### config.mk
export PLATFORM = sky130hd
export DESIGN_NAME = tlv_information_element_parser
export DESIGN_NICKNAME = d
export VERILOG_FILES = /design/src/hw/rtl/tiep_pkg.sv /design/src/hw/rtl/tiep_fmt_table.sv /design/src/hw/rtl/tiep_occ_table.sv /design/src/hw/rtl/tiep_parse_core.sv /design/src/hw/rtl/tlv_information_element_parser.sv
export SDC_FILE = /design/constraint.sdc
export NUM_CORES = 2
export LEC_CHECK = 0
export BUFFER_PORTS_ARGS = -buffer_cell sky130_fd_sc_hd__buf_4
export CAP_MARGIN = 40
export CORE_AREA = 2 2 700 702
export DETAILED_ROUTE_END_ITERATION = 7
export DIE_AREA = 0 0 702 704
export GPL_ROUTABILITY_DRIVEN = 1
export PLACE_DENSITY = 0.51
export SYNTH_ARGS = -nofsm -noshare
export SYNTH_HDL_FRONTEND = slang
export SYNTH_HIERARCHICAL = 1
export SYNTH_SLANG_ARGS = --single-unit
### constraint.sdc
create_clock -name clk -period 22.8 [get_ports clk]
set_input_delay 3.42 -clock clk [delete_from_list [all_inputs] [get_ports clk]]
set_output_delay 3.42 -clock clk [all_outputs]
set_load 0.03 [all_outputs]
### src/hw/rtl/tiep_pkg.sv
`timescale 1ns / 1ps
package tiep_pkg;

    localparam int OCC_W = 4;

    localparam logic [1:0] KIND_LOAD  = 2'd0;
    localparam logic [1:0] KIND_START = 2'd1;
    localparam logic [1:0] KIND_BYTE  = 2'd2;
    localparam logic [1:0] KIND_END   = 2'd3;

    localparam logic [3:0] FMT_NONE   = 4'd0;
    localparam logic [3:0] FMT_FIXED  = 4'd1;
    localparam logic [3:0] FMT_T      = 4'd2;
    localparam logic [3:0] FMT_TV     = 4'd3;
    localparam logic [3:0] FMT_TLV    = 4'd4;
    localparam logic [3:0] FMT_TL16V  = 4'd5;
    localparam logic [3:0] FMT_TVLV   = 4'd6;
    localparam logic [3:0] FMT_SINGLE = 4'd7;
    localparam logic [3:0] FMT_GAN    = 4'd8;

    localparam logic [2:0] ST_OK        = 3'd0;
    localparam logic [2:0] ST_HDR_SHORT = 3'd1;
    localparam logic [2:0] ST_VAL_SHORT = 3'd2;
    localparam logic [2:0] ST_UNKNOWN   = 3'd3;
    localparam logic [2:0] ST_TOO_LONG  = 3'd4;

    localparam logic REC_ELEMENT = 1'b0;
    localparam logic REC_SUMMARY = 1'b1;

    typedef struct packed {
        logic [1:0] kind;
        logic [7:0] entry_tag;
        logic [3:0] entry_format;
        logic [7:0] entry_fixed_length;
        logic [7:0] lead_tag_first;
        logic [7:0] lead_tag_second;
        logic [7:0] message_byte;
    } in_item_t;

    typedef struct packed {
        logic        record_kind;
        logic [7:0]  ie_tag;
        logic [15:0] value_offset;
        logic [15:0] value_length;
        logic [1:0]  occurrence;
        logic        kept;
        logic [2:0]  status;
        logic [15:0] ie_count;
    } out_item_t;

    typedef struct packed {
        logic [3:0] format;
        logic [7:0] fixed_length;
    } fmt_entry_t;

    typedef struct packed {
        logic             en;
        logic             clr;
        logic [7:0]       tag;
        logic [OCC_W-1:0] val;
    } occ_wr_t;

endpackage

### src/hw/rtl/tiep_fmt_table.sv
`timescale 1ns / 1ps
module tiep_fmt_table
    import tiep_pkg::*;
(
    input  logic       clk,
    input  logic       rst_n,
    input  logic       wr_en,
    input  logic [7:0] wr_tag,
    input  fmt_entry_t wr_entry,
    input  logic       rd_en,
    input  logic [7:0] rd_tag,
    output fmt_entry_t entry_tag,
    output fmt_entry_t entry_hi
);

    fmt_entry_t mem [256];
    logic [255:0] vld_reg;
    fmt_entry_t raw_tag_reg;
    fmt_entry_t raw_hi_reg;
    logic vld_tag_reg;
    logic vld_hi_reg;
    logic [7:0] hi_addr;

    assign hi_addr = {rd_tag[7:4], 4'h0};

    always_ff @(posedge clk)
    begin
        if (wr_en)
        begin
            mem[wr_tag] <= wr_entry;
        end
        if (rd_en)
        begin
            raw_tag_reg <= mem[rd_tag];
            raw_hi_reg  <= mem[hi_addr];
        end
    end

    always_ff @(posedge clk or negedge rst_n)
    begin
        if (!rst_n)
        begin
            vld_reg     <= '0;
            vld_tag_reg <= 1'b0;
            vld_hi_reg  <= 1'b0;
        end
        else
        begin
            if (wr_en)
            begin
                vld_reg[wr_tag] <= 1'b1;
            end
            if (rd_en)
            begin
                vld_tag_reg <= vld_reg[rd_tag];
                vld_hi_reg  <= vld_reg[hi_addr];
            end
        end
    end

    // an entry never written reads as format none
    assign entry_tag = vld_tag_reg ? raw_tag_reg : '0;
    assign entry_hi  = vld_hi_reg ? raw_hi_reg : '0;

endmodule

### src/hw/rtl/tiep_occ_table.sv
`timescale 1ns / 1ps
module tiep_occ_table
    import tiep_pkg::*;
(
    input  logic             clk,
    input  logic             rst_n,
    input  occ_wr_t          wr,
    input  logic             rd_en,
    input  logic [7:0]       rd_tag,
    output logic [OCC_W-1:0] cnt_tag,
    output logic [OCC_W-1:0] cnt_hi
);

    logic [OCC_W-1:0] mem [256];
    logic [255:0] vld_reg;
    logic [OCC_W-1:0] raw_tag_reg;
    logic [OCC_W-1:0] raw_hi_reg;
    logic vld_tag_reg;
    logic vld_hi_reg;
    logic [7:0] addr_tag_reg;
    logic byp_en_reg;
    logic byp_clr_reg;
    logic [7:0] byp_tag_reg;
    logic [OCC_W-1:0] byp_val_reg;
    logic [7:0] hi_addr;

    assign hi_addr = {rd_tag[7:4], 4'h0};

    always_ff @(posedge clk)
    begin
        if (wr.en)
        begin
            mem[wr.tag] <= wr.val;
        end
        if (rd_en)
        begin
            raw_tag_reg  <= mem[rd_tag];
            raw_hi_reg   <= mem[hi_addr];
            addr_tag_reg <= rd_tag;
            byp_tag_reg  <= wr.tag;
            byp_val_reg  <= wr.val;
        end
    end

    always_ff @(posedge clk or negedge rst_n)
    begin
        if (!rst_n)
        begin
            vld_reg     <= '0;
            vld_tag_reg <= 1'b0;
            vld_hi_reg  <= 1'b0;
            byp_en_reg  <= 1'b0;
            byp_clr_reg <= 1'b0;
        end
        else
        begin
            if (wr.clr)
            begin
                vld_reg <= '0;
            end
            else if (wr.en)
            begin
                vld_reg[wr.tag] <= 1'b1;
            end
            if (rd_en)
            begin
                vld_tag_reg <= vld_reg[rd_tag];
                vld_hi_reg  <= vld_reg[hi_addr];
                // remember an update made at the very edge of the read
                byp_en_reg  <= wr.en;
                byp_clr_reg <= wr.clr;
            end
        end
    end

    always_comb
    begin
        if (byp_clr_reg)
        begin
            cnt_tag = '0;
            cnt_hi  = '0;
        end
        else
        begin
            if (byp_en_reg && byp_tag_reg == addr_tag_reg)
                cnt_tag = byp_val_reg;
            else
                cnt_tag = vld_tag_reg ? raw_tag_reg : '0;
            if (byp_en_reg && byp_tag_reg == {addr_tag_reg[7:4], 4'h0})
                cnt_hi = byp_val_reg;
            else
                cnt_hi = vld_hi_reg ? raw_hi_reg : '0;
        end
    end

endmodule

### src/hw/rtl/tiep_parse_core.sv
`timescale 1ns / 1ps
module tiep_parse_core
    import tiep_pkg::*;
#(
    parameter int MAX_OCCURRENCES   = 4,
    parameter int MAX_MESSAGE_BYTES = 65536
)
(
    input  logic             clk,
    input  logic             rst_n,
    input  logic             fire,
    input  in_item_t         item,
    input  fmt_entry_t       fmt_tag,
    input  fmt_entry_t       fmt_hi,
    input  logic [OCC_W-1:0] cnt_tag,
    input  logic [OCC_W-1:0] cnt_hi,
    input  logic [OCC_W-1:0] slots,
    output logic             res_valid,
    output out_item_t        res_item,
    output occ_wr_t          occ_wr
);

    // wide enough for the largest message limit and the 16-bit offset field
    localparam int POS_W = 17;
    localparam logic [POS_W-1:0] POS_LIMIT = POS_W'(MAX_MESSAGE_BYTES);
    localparam logic [OCC_W-1:0] OCC_MAX = OCC_W'(MAX_OCCURRENCES);

    localparam logic [3:0] PH_IDLE     = 4'd0;
    localparam logic [3:0] PH_LEAD_LEN = 4'd1;
    localparam logic [3:0] PH_TAG      = 4'd2;
    localparam logic [3:0] PH_TLV_LEN  = 4'd3;
    localparam logic [3:0] PH_TL16_HI  = 4'd4;
    localparam logic [3:0] PH_TL16_LO  = 4'd5;
    localparam logic [3:0] PH_TVLV_L1  = 4'd6;
    localparam logic [3:0] PH_GAN_L1   = 4'd7;
    localparam logic [3:0] PH_VALUE    = 4'd8;
    localparam logic [3:0] PH_ERROR    = 4'd9;

    logic [3:0]       phase_reg, phase_next;
    logic [7:0]       tag_reg, tag_next;
    logic [15:0]      hold_reg, hold_next;
    logic [15:0]      rem_reg, rem_next;
    logic [POS_W-1:0] pos_reg, pos_next;
    logic [POS_W-1:0] vstart_reg, vstart_next;
    logic [15:0]      ecnt_reg, ecnt_next;
    logic [2:0]       err_reg, err_next;
    logic [7:0]       lead2_reg, lead2_next;
    logic             pend_reg, pend_next;
    logic             lead_act_reg, lead_act_next;
    logic [OCC_W-1:0] occ_reg, occ_next;
    logic             occ2_reg, occ2_next;

    logic             do_begin;
    logic [POS_W-1:0] bv_start;
    logic [15:0]      bv_len;
    logic             do_emit;
    logic [7:0]       em_tag;
    logic [POS_W-1:0] em_ofs;
    logic [15:0]      em_len;
    logic [OCC_W-1:0] em_idx;
    logic [7:0]       b;
    logic [POS_W-1:0] p1;
    logic [15:0]      rem_dec;

    assign b  = item.message_byte;
    assign p1 = pos_reg + POS_W'(1);

    always_comb
    begin
        phase_next    = phase_reg;
        tag_next      = tag_reg;
        hold_next     = hold_reg;
        rem_next      = rem_reg;
        pos_next      = pos_reg;
        vstart_next   = vstart_reg;
        ecnt_next     = ecnt_reg;
        err_next      = err_reg;
        lead2_next    = lead2_reg;
        pend_next     = pend_reg;
        lead_act_next = lead_act_reg;
        occ_next      = occ_reg;
        occ2_next     = occ2_reg;
        do_begin      = 1'b0;
        bv_start      = '0;
        bv_len        = '0;
        do_emit       = 1'b0;
        em_tag        = '0;
        em_ofs        = '0;
        em_len        = '0;
        em_idx        = '0;
        rem_dec       = '0;
        res_valid     = 1'b0;
        res_item      = '0;
        occ_wr        = '0;

        case (item.kind)
            KIND_START:
            begin
                occ_wr.clr    = 1'b1;
                pos_next      = '0;
                ecnt_next     = '0;
                err_next      = ST_OK;
                hold_next     = '0;
                rem_next      = '0;
                vstart_next   = '0;
                lead2_next    = item.lead_tag_second;
                occ2_next     = (item.lead_tag_first != 8'd0) &&
                                (item.lead_tag_first == item.lead_tag_second);
                occ_next      = '0;
                if (item.lead_tag_first != 8'd0)
                begin
                    tag_next      = item.lead_tag_first;
                    lead_act_next = 1'b1;
                    pend_next     = (item.lead_tag_second != 8'd0);
                    phase_next    = PH_LEAD_LEN;
                end
                else if (item.lead_tag_second != 8'd0)
                begin
                    tag_next      = item.lead_tag_second;
                    lead_act_next = 1'b1;
                    pend_next     = 1'b0;
                    phase_next    = PH_LEAD_LEN;
                end
                else
                begin
                    tag_next      = '0;
                    lead_act_next = 1'b0;
                    pend_next     = 1'b0;
                    phase_next    = PH_TAG;
                end
            end
            KIND_END:
            begin
                if (phase_reg inside {PH_LEAD_LEN, PH_TLV_LEN, PH_TL16_HI, PH_TL16_LO,
                                      PH_TVLV_L1, PH_GAN_L1})
                begin
                    if (err_reg == ST_OK)
                        err_next = ST_HDR_SHORT;
                end
                else if (phase_reg == PH_VALUE)
                begin
                    if (err_reg == ST_OK)
                        err_next = ST_VAL_SHORT;
                end
                phase_next           = PH_IDLE;
                pend_next            = 1'b0;
                lead_act_next        = 1'b0;
                res_valid            = 1'b1;
                res_item.record_kind = REC_SUMMARY;
                res_item.status      = err_next;
                res_item.ie_count    = ecnt_reg;
            end
            KIND_BYTE:
            begin
                if (phase_reg != PH_IDLE && phase_reg != PH_ERROR)
                begin
                    if (pos_reg >= POS_LIMIT)
                    begin
                        if (err_reg == ST_OK)
                            err_next = ST_TOO_LONG;
                        phase_next = PH_ERROR;
                    end
                    else
                    begin
                        pos_next = p1;
                        case (phase_reg)
                            PH_LEAD_LEN, PH_TLV_LEN:
                            begin
                                do_begin = 1'b1;
                                bv_start = p1;
                                bv_len   = {8'd0, b};
                            end
                            PH_TAG:
                            begin
                                if (fmt_hi.format == FMT_SINGLE)
                                begin
                                    tag_next = {b[7:4], 4'h0};
                                    do_emit  = 1'b1;
                                    em_tag   = {b[7:4], 4'h0};
                                    em_ofs   = pos_reg;
                                    em_len   = 16'd1;
                                    em_idx   = cnt_hi;
                                end
                                else
                                begin
                                    tag_next = b;
                                    occ_next = cnt_tag;
                                    case (fmt_tag.format)
                                        FMT_FIXED:
                                        begin
                                            do_begin = 1'b1;
                                            bv_start = p1;
                                            bv_len   = {8'd0, fmt_tag.fixed_length};
                                        end
                                        FMT_T:
                                        begin
                                            do_emit = 1'b1;
                                            em_tag  = b;
                                            em_ofs  = pos_reg;
                                            em_len  = '0;
                                            em_idx  = cnt_tag;
                                        end
                                        FMT_TV:
                                        begin
                                            do_begin = 1'b1;
                                            bv_start = p1;
                                            bv_len   = 16'd1;
                                        end
                                        FMT_TLV:   phase_next = PH_TLV_LEN;
                                        FMT_TL16V: phase_next = PH_TL16_HI;
                                        FMT_TVLV:  phase_next = PH_TVLV_L1;
                                        FMT_GAN:   phase_next = PH_GAN_L1;
                                        default:
                                        begin
                                            if (err_reg == ST_OK)
                                                err_next = ST_UNKNOWN;
                                            phase_next = PH_ERROR;
                                        end
                                    endcase
                                end
                            end
                            PH_TL16_HI:
                            begin
                                hold_next  = {8'd0, b};
                                phase_next = PH_TL16_LO;
                            end
                            PH_TL16_LO:
                            begin
                                do_begin = 1'b1;
                                bv_start = p1;
                                bv_len   = {hold_reg[7:0], b};
                            end
                            PH_TVLV_L1:
                            begin
                                if (b[7])
                                begin
                                    do_begin = 1'b1;
                                    bv_start = p1;
                                    bv_len   = {9'd0, b[6:0]};
                                end
                                else
                                begin
                                    hold_next  = {8'd0, b};
                                    phase_next = PH_TL16_LO;
                                end
                            end
                            PH_GAN_L1:
                            begin
                                if (b[7])
                                begin
                                    hold_next  = {9'd0, b[6:0]};
                                    phase_next = PH_TL16_LO;
                                end
                                else
                                begin
                                    do_begin = 1'b1;
                                    bv_start = p1;
                                    bv_len   = {8'd0, b};
                                end
                            end
                            PH_VALUE:
                            begin
                                rem_dec  = (rem_reg != 16'd0) ? rem_reg - 16'd1 : rem_reg;
                                rem_next = rem_dec;
                                if (rem_dec == 16'd0)
                                begin
                                    do_emit = 1'b1;
                                    em_tag  = tag_reg;
                                    em_ofs  = vstart_reg;
                                    em_len  = hold_reg;
                                    em_idx  = occ_reg;
                                end
                            end
                            default:
                            begin
                                phase_next = phase_reg;
                            end
                        endcase
                    end
                end
            end
            default:
            begin
                // table loads go straight into the format table
                phase_next = phase_reg;
            end
        endcase

        if (do_begin)
        begin
            vstart_next = bv_start;
            hold_next   = bv_len;
            rem_next    = bv_len;
            if (bv_len == 16'd0)
            begin
                do_emit = 1'b1;
                em_tag  = tag_next;
                em_ofs  = bv_start;
                em_len  = '0;
                em_idx  = occ_next;
            end
            else
            begin
                phase_next = PH_VALUE;
            end
        end

        if (do_emit)
        begin
            occ_wr.en  = 1'b1;
            occ_wr.tag = em_tag;
            occ_wr.val = (em_idx < OCC_MAX) ? em_idx + OCC_W'(1) : em_idx;
            if (ecnt_reg != 16'hFFFF)
                ecnt_next = ecnt_reg + 16'd1;
            res_valid             = 1'b1;
            res_item.record_kind  = REC_ELEMENT;
            res_item.ie_tag       = em_tag;
            res_item.value_offset = em_ofs[15:0];
            res_item.value_length = em_len;
            res_item.occurrence   = (em_idx > OCC_W'(3)) ? 2'd3 : em_idx[1:0];
            res_item.kept         = (em_idx < slots);
            res_item.status       = ST_OK;
            res_item.ie_count     = ecnt_next;
            // advance to the second leading element or to tag parsing
            if (lead_act_reg && pend_reg)
            begin
                pend_next     = 1'b0;
                tag_next      = lead2_reg;
                lead_act_next = 1'b1;
                occ_next      = {{(OCC_W-1){1'b0}}, occ2_reg};
                phase_next    = PH_LEAD_LEN;
            end
            else
            begin
                lead_act_next = 1'b0;
                phase_next    = PH_TAG;
            end
        end

        if (!fire)
        begin
            res_valid = 1'b0;
            occ_wr    = '0;
        end
    end

    always_ff @(posedge clk or negedge rst_n)
    begin
        if (!rst_n)
        begin
            phase_reg    <= PH_IDLE;
            tag_reg      <= '0;
            hold_reg     <= '0;
            rem_reg      <= '0;
            pos_reg      <= '0;
            vstart_reg   <= '0;
            ecnt_reg     <= '0;
            err_reg      <= ST_OK;
            lead2_reg    <= '0;
            pend_reg     <= 1'b0;
            lead_act_reg <= 1'b0;
            occ_reg      <= '0;
            occ2_reg     <= 1'b0;
        end
        else if (fire)
        begin
            phase_reg    <= phase_next;
            tag_reg      <= tag_next;
            hold_reg     <= hold_next;
            rem_reg      <= rem_next;
            pos_reg      <= pos_next;
            vstart_reg   <= vstart_next;
            ecnt_reg     <= ecnt_next;
            err_reg      <= err_next;
            lead2_reg    <= lead2_next;
            pend_reg     <= pend_next;
            lead_act_reg <= lead_act_next;
            occ_reg      <= occ_next;
            occ2_reg     <= occ2_next;
        end
    end

endmodule

### src/hw/rtl/tlv_information_element_parser.sv
`timescale 1ns / 1ps
// Channel   Direction  Handshake              Payload
// in        sink       in_valid / in_stall    in_item (in_item_t)
// out       source     out_valid / out_stall  out_item (out_item_t)
// cfg       sink       cfg_write_en           cfg_write_data (occurrence slots)
//
// One item per cycle while in_stall is low. An item is registered on acceptance together
// with its format and occurrence table reads; when the stage fires it parses the item
// and loads any result it gives into the result register.
// Reset clears the format table valid bits (all tags read as format none).
// out_stall holds the result register; the input register then holds and in_stall
// rises only while both are full.
module tlv_information_element_parser
    import tiep_pkg::*;
#(
    parameter int MAX_OCCURRENCES   = 4,
    parameter int MAX_MESSAGE_BYTES = 65536
)
(
    input  logic       clk,
    input  logic       rst_n,
    input  logic       in_valid,
    output logic       in_stall,
    input  in_item_t   in_item,
    output logic       out_valid,
    input  logic       out_stall,
    output out_item_t  out_item,
    input  logic       cfg_write_en,
    input  logic [2:0] cfg_write_data
);

    localparam logic [OCC_W-1:0] OCC_MAX = OCC_W'(MAX_OCCURRENCES);

    logic             s1_vld_reg;
    in_item_t         s1_item_reg;
    logic             out_vld_reg;
    out_item_t        out_item_reg;
    logic [2:0]       slots_reg;
    logic [OCC_W-1:0] slots_eff;
    logic             accept;
    logic             fire;
    fmt_entry_t       fmt_tag;
    fmt_entry_t       fmt_hi;
    logic [OCC_W-1:0] cnt_tag;
    logic [OCC_W-1:0] cnt_hi;
    logic             res_valid;
    out_item_t        res_item;
    occ_wr_t          occ_wr;
    fmt_entry_t       wr_entry;

    assign fire     = s1_vld_reg && (!out_vld_reg || !out_stall);
    assign in_stall = s1_vld_reg && !fire;
    assign accept   = in_valid && !in_stall;

    assign slots_eff = ({1'b0, slots_reg} > OCC_MAX) ? OCC_MAX : {1'b0, slots_reg};

    assign wr_entry.format       = in_item.entry_format;
    assign wr_entry.fixed_length = in_item.entry_fixed_length;

    tiep_fmt_table u_fmt
    (
        .clk       (clk),
        .rst_n     (rst_n),
        .wr_en     (accept && in_item.kind == KIND_LOAD),
        .wr_tag    (in_item.entry_tag),
        .wr_entry  (wr_entry),
        .rd_en     (accept),
        .rd_tag    (in_item.message_byte),
        .entry_tag (fmt_tag),
        .entry_hi  (fmt_hi)
    );

    tiep_occ_table u_occ
    (
        .clk     (clk),
        .rst_n   (rst_n),
        .wr      (occ_wr),
        .rd_en   (accept),
        .rd_tag  (in_item.message_byte),
        .cnt_tag (cnt_tag),
        .cnt_hi  (cnt_hi)
    );

    tiep_parse_core #(
        .MAX_OCCURRENCES   (MAX_OCCURRENCES),
        .MAX_MESSAGE_BYTES (MAX_MESSAGE_BYTES)
    ) u_core
    (
        .clk       (clk),
        .rst_n     (rst_n),
        .fire      (fire),
        .item      (s1_item_reg),
        .fmt_tag   (fmt_tag),
        .fmt_hi    (fmt_hi),
        .cnt_tag   (cnt_tag),
        .cnt_hi    (cnt_hi),
        .slots     (slots_eff),
        .res_valid (res_valid),
        .res_item  (res_item),
        .occ_wr    (occ_wr)
    );

    always_ff @(posedge clk)
    begin
        if (accept)
        begin
            s1_item_reg <= in_item;
        end
        if (fire && res_valid)
        begin
            out_item_reg <= res_item;
        end
    end

    always_ff @(posedge clk or negedge rst_n)
    begin
        if (!rst_n)
        begin
            s1_vld_reg  <= 1'b0;
            out_vld_reg <= 1'b0;
            slots_reg   <= 3'd1;
        end
        else
        begin
            if (accept)
                s1_vld_reg <= 1'b1;
            else if (fire)
                s1_vld_reg <= 1'b0;
            if (fire && res_valid)
                out_vld_reg <= 1'b1;
            else if (!out_stall)
                out_vld_reg <= 1'b0;
            if (cfg_write_en)
                slots_reg <= cfg_write_data;
        end
    end

    assign out_valid = out_vld_reg;
    assign out_item  = out_item_reg;

    a_summary_clean: assert property (@(posedge clk) disable iff (!rst_n)
        (out_valid && out_item.record_kind == REC_SUMMARY) |->
        (out_item.ie_tag == 8'd0 && out_item.kept == 1'b0 && out_item.value_length == 16'd0))
        else $error("summary record carries element fields");

    a_element_ok: assert property (@(posedge clk) disable iff (!rst_n)
        (out_valid && out_item.record_kind == REC_ELEMENT) |->
        (out_item.status == ST_OK && out_item.ie_count != 16'd0))
        else $error("element record with bad status or count");

    a_kept_slots: assert property (@(posedge clk) disable iff (!rst_n)
        (fire && res_valid && res_item.kept) |->
        ({2'b0, res_item.occurrence} < slots_eff))
        else $error("element kept beyond slot count");

    a_stall_full: assert property (@(posedge clk) disable iff (!rst_n)
        in_stall |-> (s1_vld_reg && out_vld_reg && out_stall))
        else $error("input stalled with free stages");

endmodule

==> results.txt <==
status -> completed
Final Hold Viols -> 0
endpoints failing setup -> 0
DP Area -> 204000 um2
Worst Hold Endpoint -> u_fmt/vld_reg[47]
Least-Margin Pin Slew -> 1120 ps
Num Clock Sinks -> 4863
M2 GR Usage -> 0.359
Area Growth Syn to Fin -> 15.5%
initial core utilization -> 0.394
static leakage -> 0.0754 uW
fin nets -> 10700
Setup Crit Path Kind -> input port to flip-flop
grt ovf -> 0
Routed Antenna Nets -> 0
largest net degree at the start of global routing -> 134
Finished Cell Area -> 222000 um2
global-route wire length before repair -> 796000 um
Ys Warns -> 6
clock buffer depth -> 4
Worst EP required -> 23550 ps
Detailed Route WL -> 561000 um
post-DP HPWL -> 351000 um
Port Buffers -> 118
Worst Hold Depth -> 1
placed insts -> 16600
die width -> 702 um
root buffer cell -> clkbuf_16
CTS buffer count -> 531
H-tree level count -> 6
Fin Setup TNS -> 0 ps
grt peak-use layer -> met2
1st-iter DRT viols -> 11600
clock slew at reported path FFs -> 60 ps
Arrival @ worst endpoint -> 9060 ps
placer congestion estimate -> 0.840
vias in the first global route -> 104000
Post-CTS Resized -> 0
crit path max fanout -> 89
max FFs per register -> 3072
worst path cell trace -> buf_8, buf_4, buf_4, buf_12, buf_4, mux4_2, a22o_1, a221oi_1, o22ai_1, o21ai_0, nand4_1
IO Pins -> 119
HP Class -> flip-flop to flip-flop
flop2flop setup slack -> 15890 ps
syn_nets -> 10100
most frequent CP cell -> buf_4
fin cells -> 17500
die area -> 494000 um2
MaxCap Viol Count -> 0
min-delay src -> u_fmt/vld_reg[47]
iteration count of the initial detailed-routing pass -> 6
Post CTS Setup Buffer Count -> 0
share of layout cells above drive strength 1 -> 0.282
Synth Area per Inst -> 19.1 um2
Max transition margin -> 0.256
R2R Path Start -> u_core/rem_reg[0]
hold_buf cts -> 0
clk_lat worst skew -> 1090 ps
chip height -> 704 um
Synth Cell Area -> 192000 um2
Clock Skews -> 88.5 ps
routed len/inst -> 32.0 um
RSZ-0062 raised after global routing -> no
DRC Markers -> 0
GRT Util Overall -> 0.223
Vias -> 103000
worst reg2reg path depth -> 15
slowest stage delay, CP -> 790 ps
Slew Viols, Final -> 0
M3 GR Usage -> 0.0331
Std-Cell Rows -> 257
Worst setup EP type -> flip-flop
Vias/cell -> 5.89
biggest regs -> u_fmt/mem (3072), u_occ/mem (1024)
CTS tree -> done
Biggest register -> u_fmt/mem
CP max stage cell -> o21ai_0
VDD IR max -> 0.0842 mV
Period minus WS final -> 8310 ps
fmax -> 120 MHz
Final period util -> 0.364
pwr dens -> 87.9 nW/um2
worst reg2reg path endpoint -> u_occ/mem[22][2]
initial antenna violation count -> 40
CP Launch Type -> input port
Core ar. -> 487000 um2
routing usage on met1 -> 0.320
Mapped Cells -> 10000
==> per-stage QoR <==
stage | total power [uW] | util | hold slack [ps] | worst slack, ps
detailed placement | 11200 | 0.419 | 447 | 13150
CTS | 19700 | 0.455 | 462 | 14320
global route | 20100 | 0.455 | 473 | 14040
global placement | 11200 | 0.414 | 445 | 12960
floorplan | 10700 | - | 433 | 6290
finish | 19500 | 0.455 | 461 | 14490
==> worst max path at each step <==
stage,startpoint,end,slack [ps],cells past startpoint
6_report,in_item[1],u_fmt/raw_tag_reg[3],14490,11
3_3_place_gp,in_item[0],u_occ/raw_tag_reg[0],12960,11
4_1_cts,in_item[0],u_occ/raw_tag_reg[0],14320,12
5_1_grt,in_item[0],u_occ/raw_tag_reg[0],14040,12
3_5_place_dp,in_item[0],u_occ/raw_tag_reg[0],13150,12
2_1_floorplan,out_stall,u_occ/byp_val_reg[1],6290,4
==> layer usage <==
metal  up-vias  wire length (um)
li1      42100                 -
met1     56100            237000
met2      4220            269000
met3       809             39200
met4        16             15700
met5         -               107
==> final cells by class <==
cell class	count	area [um2]
Tap cell	6475	8100
Fill cell	41300	266000
Inverter	48	190
Clock inverter	251	2750
Multi-Input combinational cell	4501	46500
Antenna cell	9	22.5
Timing Repair Buffer	669	6780
Sequential cell	4863	143000
Clock buffer	718	14500
==> report_power, final <==
group | switching (uW) | leakage, uW | internal (uW)
clock | 3650 | 0.00840 | 4820
combinational | 797 | 0.0186 | 413
sequential | 86.7 | 0.0484 | 9720
total | 4530 | 0.0754 | 15000
==> worst max-delay path: cells and delay by family <==
kind	cells	cell delay [ps]
mux	1	390
simple gates	1	190
compound gates	4	1750
buf+inv	5	2680
==> cell usage in the layout (no fill, tap or decap), types with 115 or more instances in the layout <==
cell and instances:
o22ai_1 149, nor2_1 951, nor2_2 115, buf_4 479, mux4_2 1179, a221oi_1 194
clkbuf_16 536, nand2_1 216, a22o_1 222, or2_2 262, clkbuf_1 140, edfxtp_1 4229
a22oi_1 170, dfrtp_1 633, o21ai_0 128, a21oi_1 167
Power figures use the tool's default switching activity.
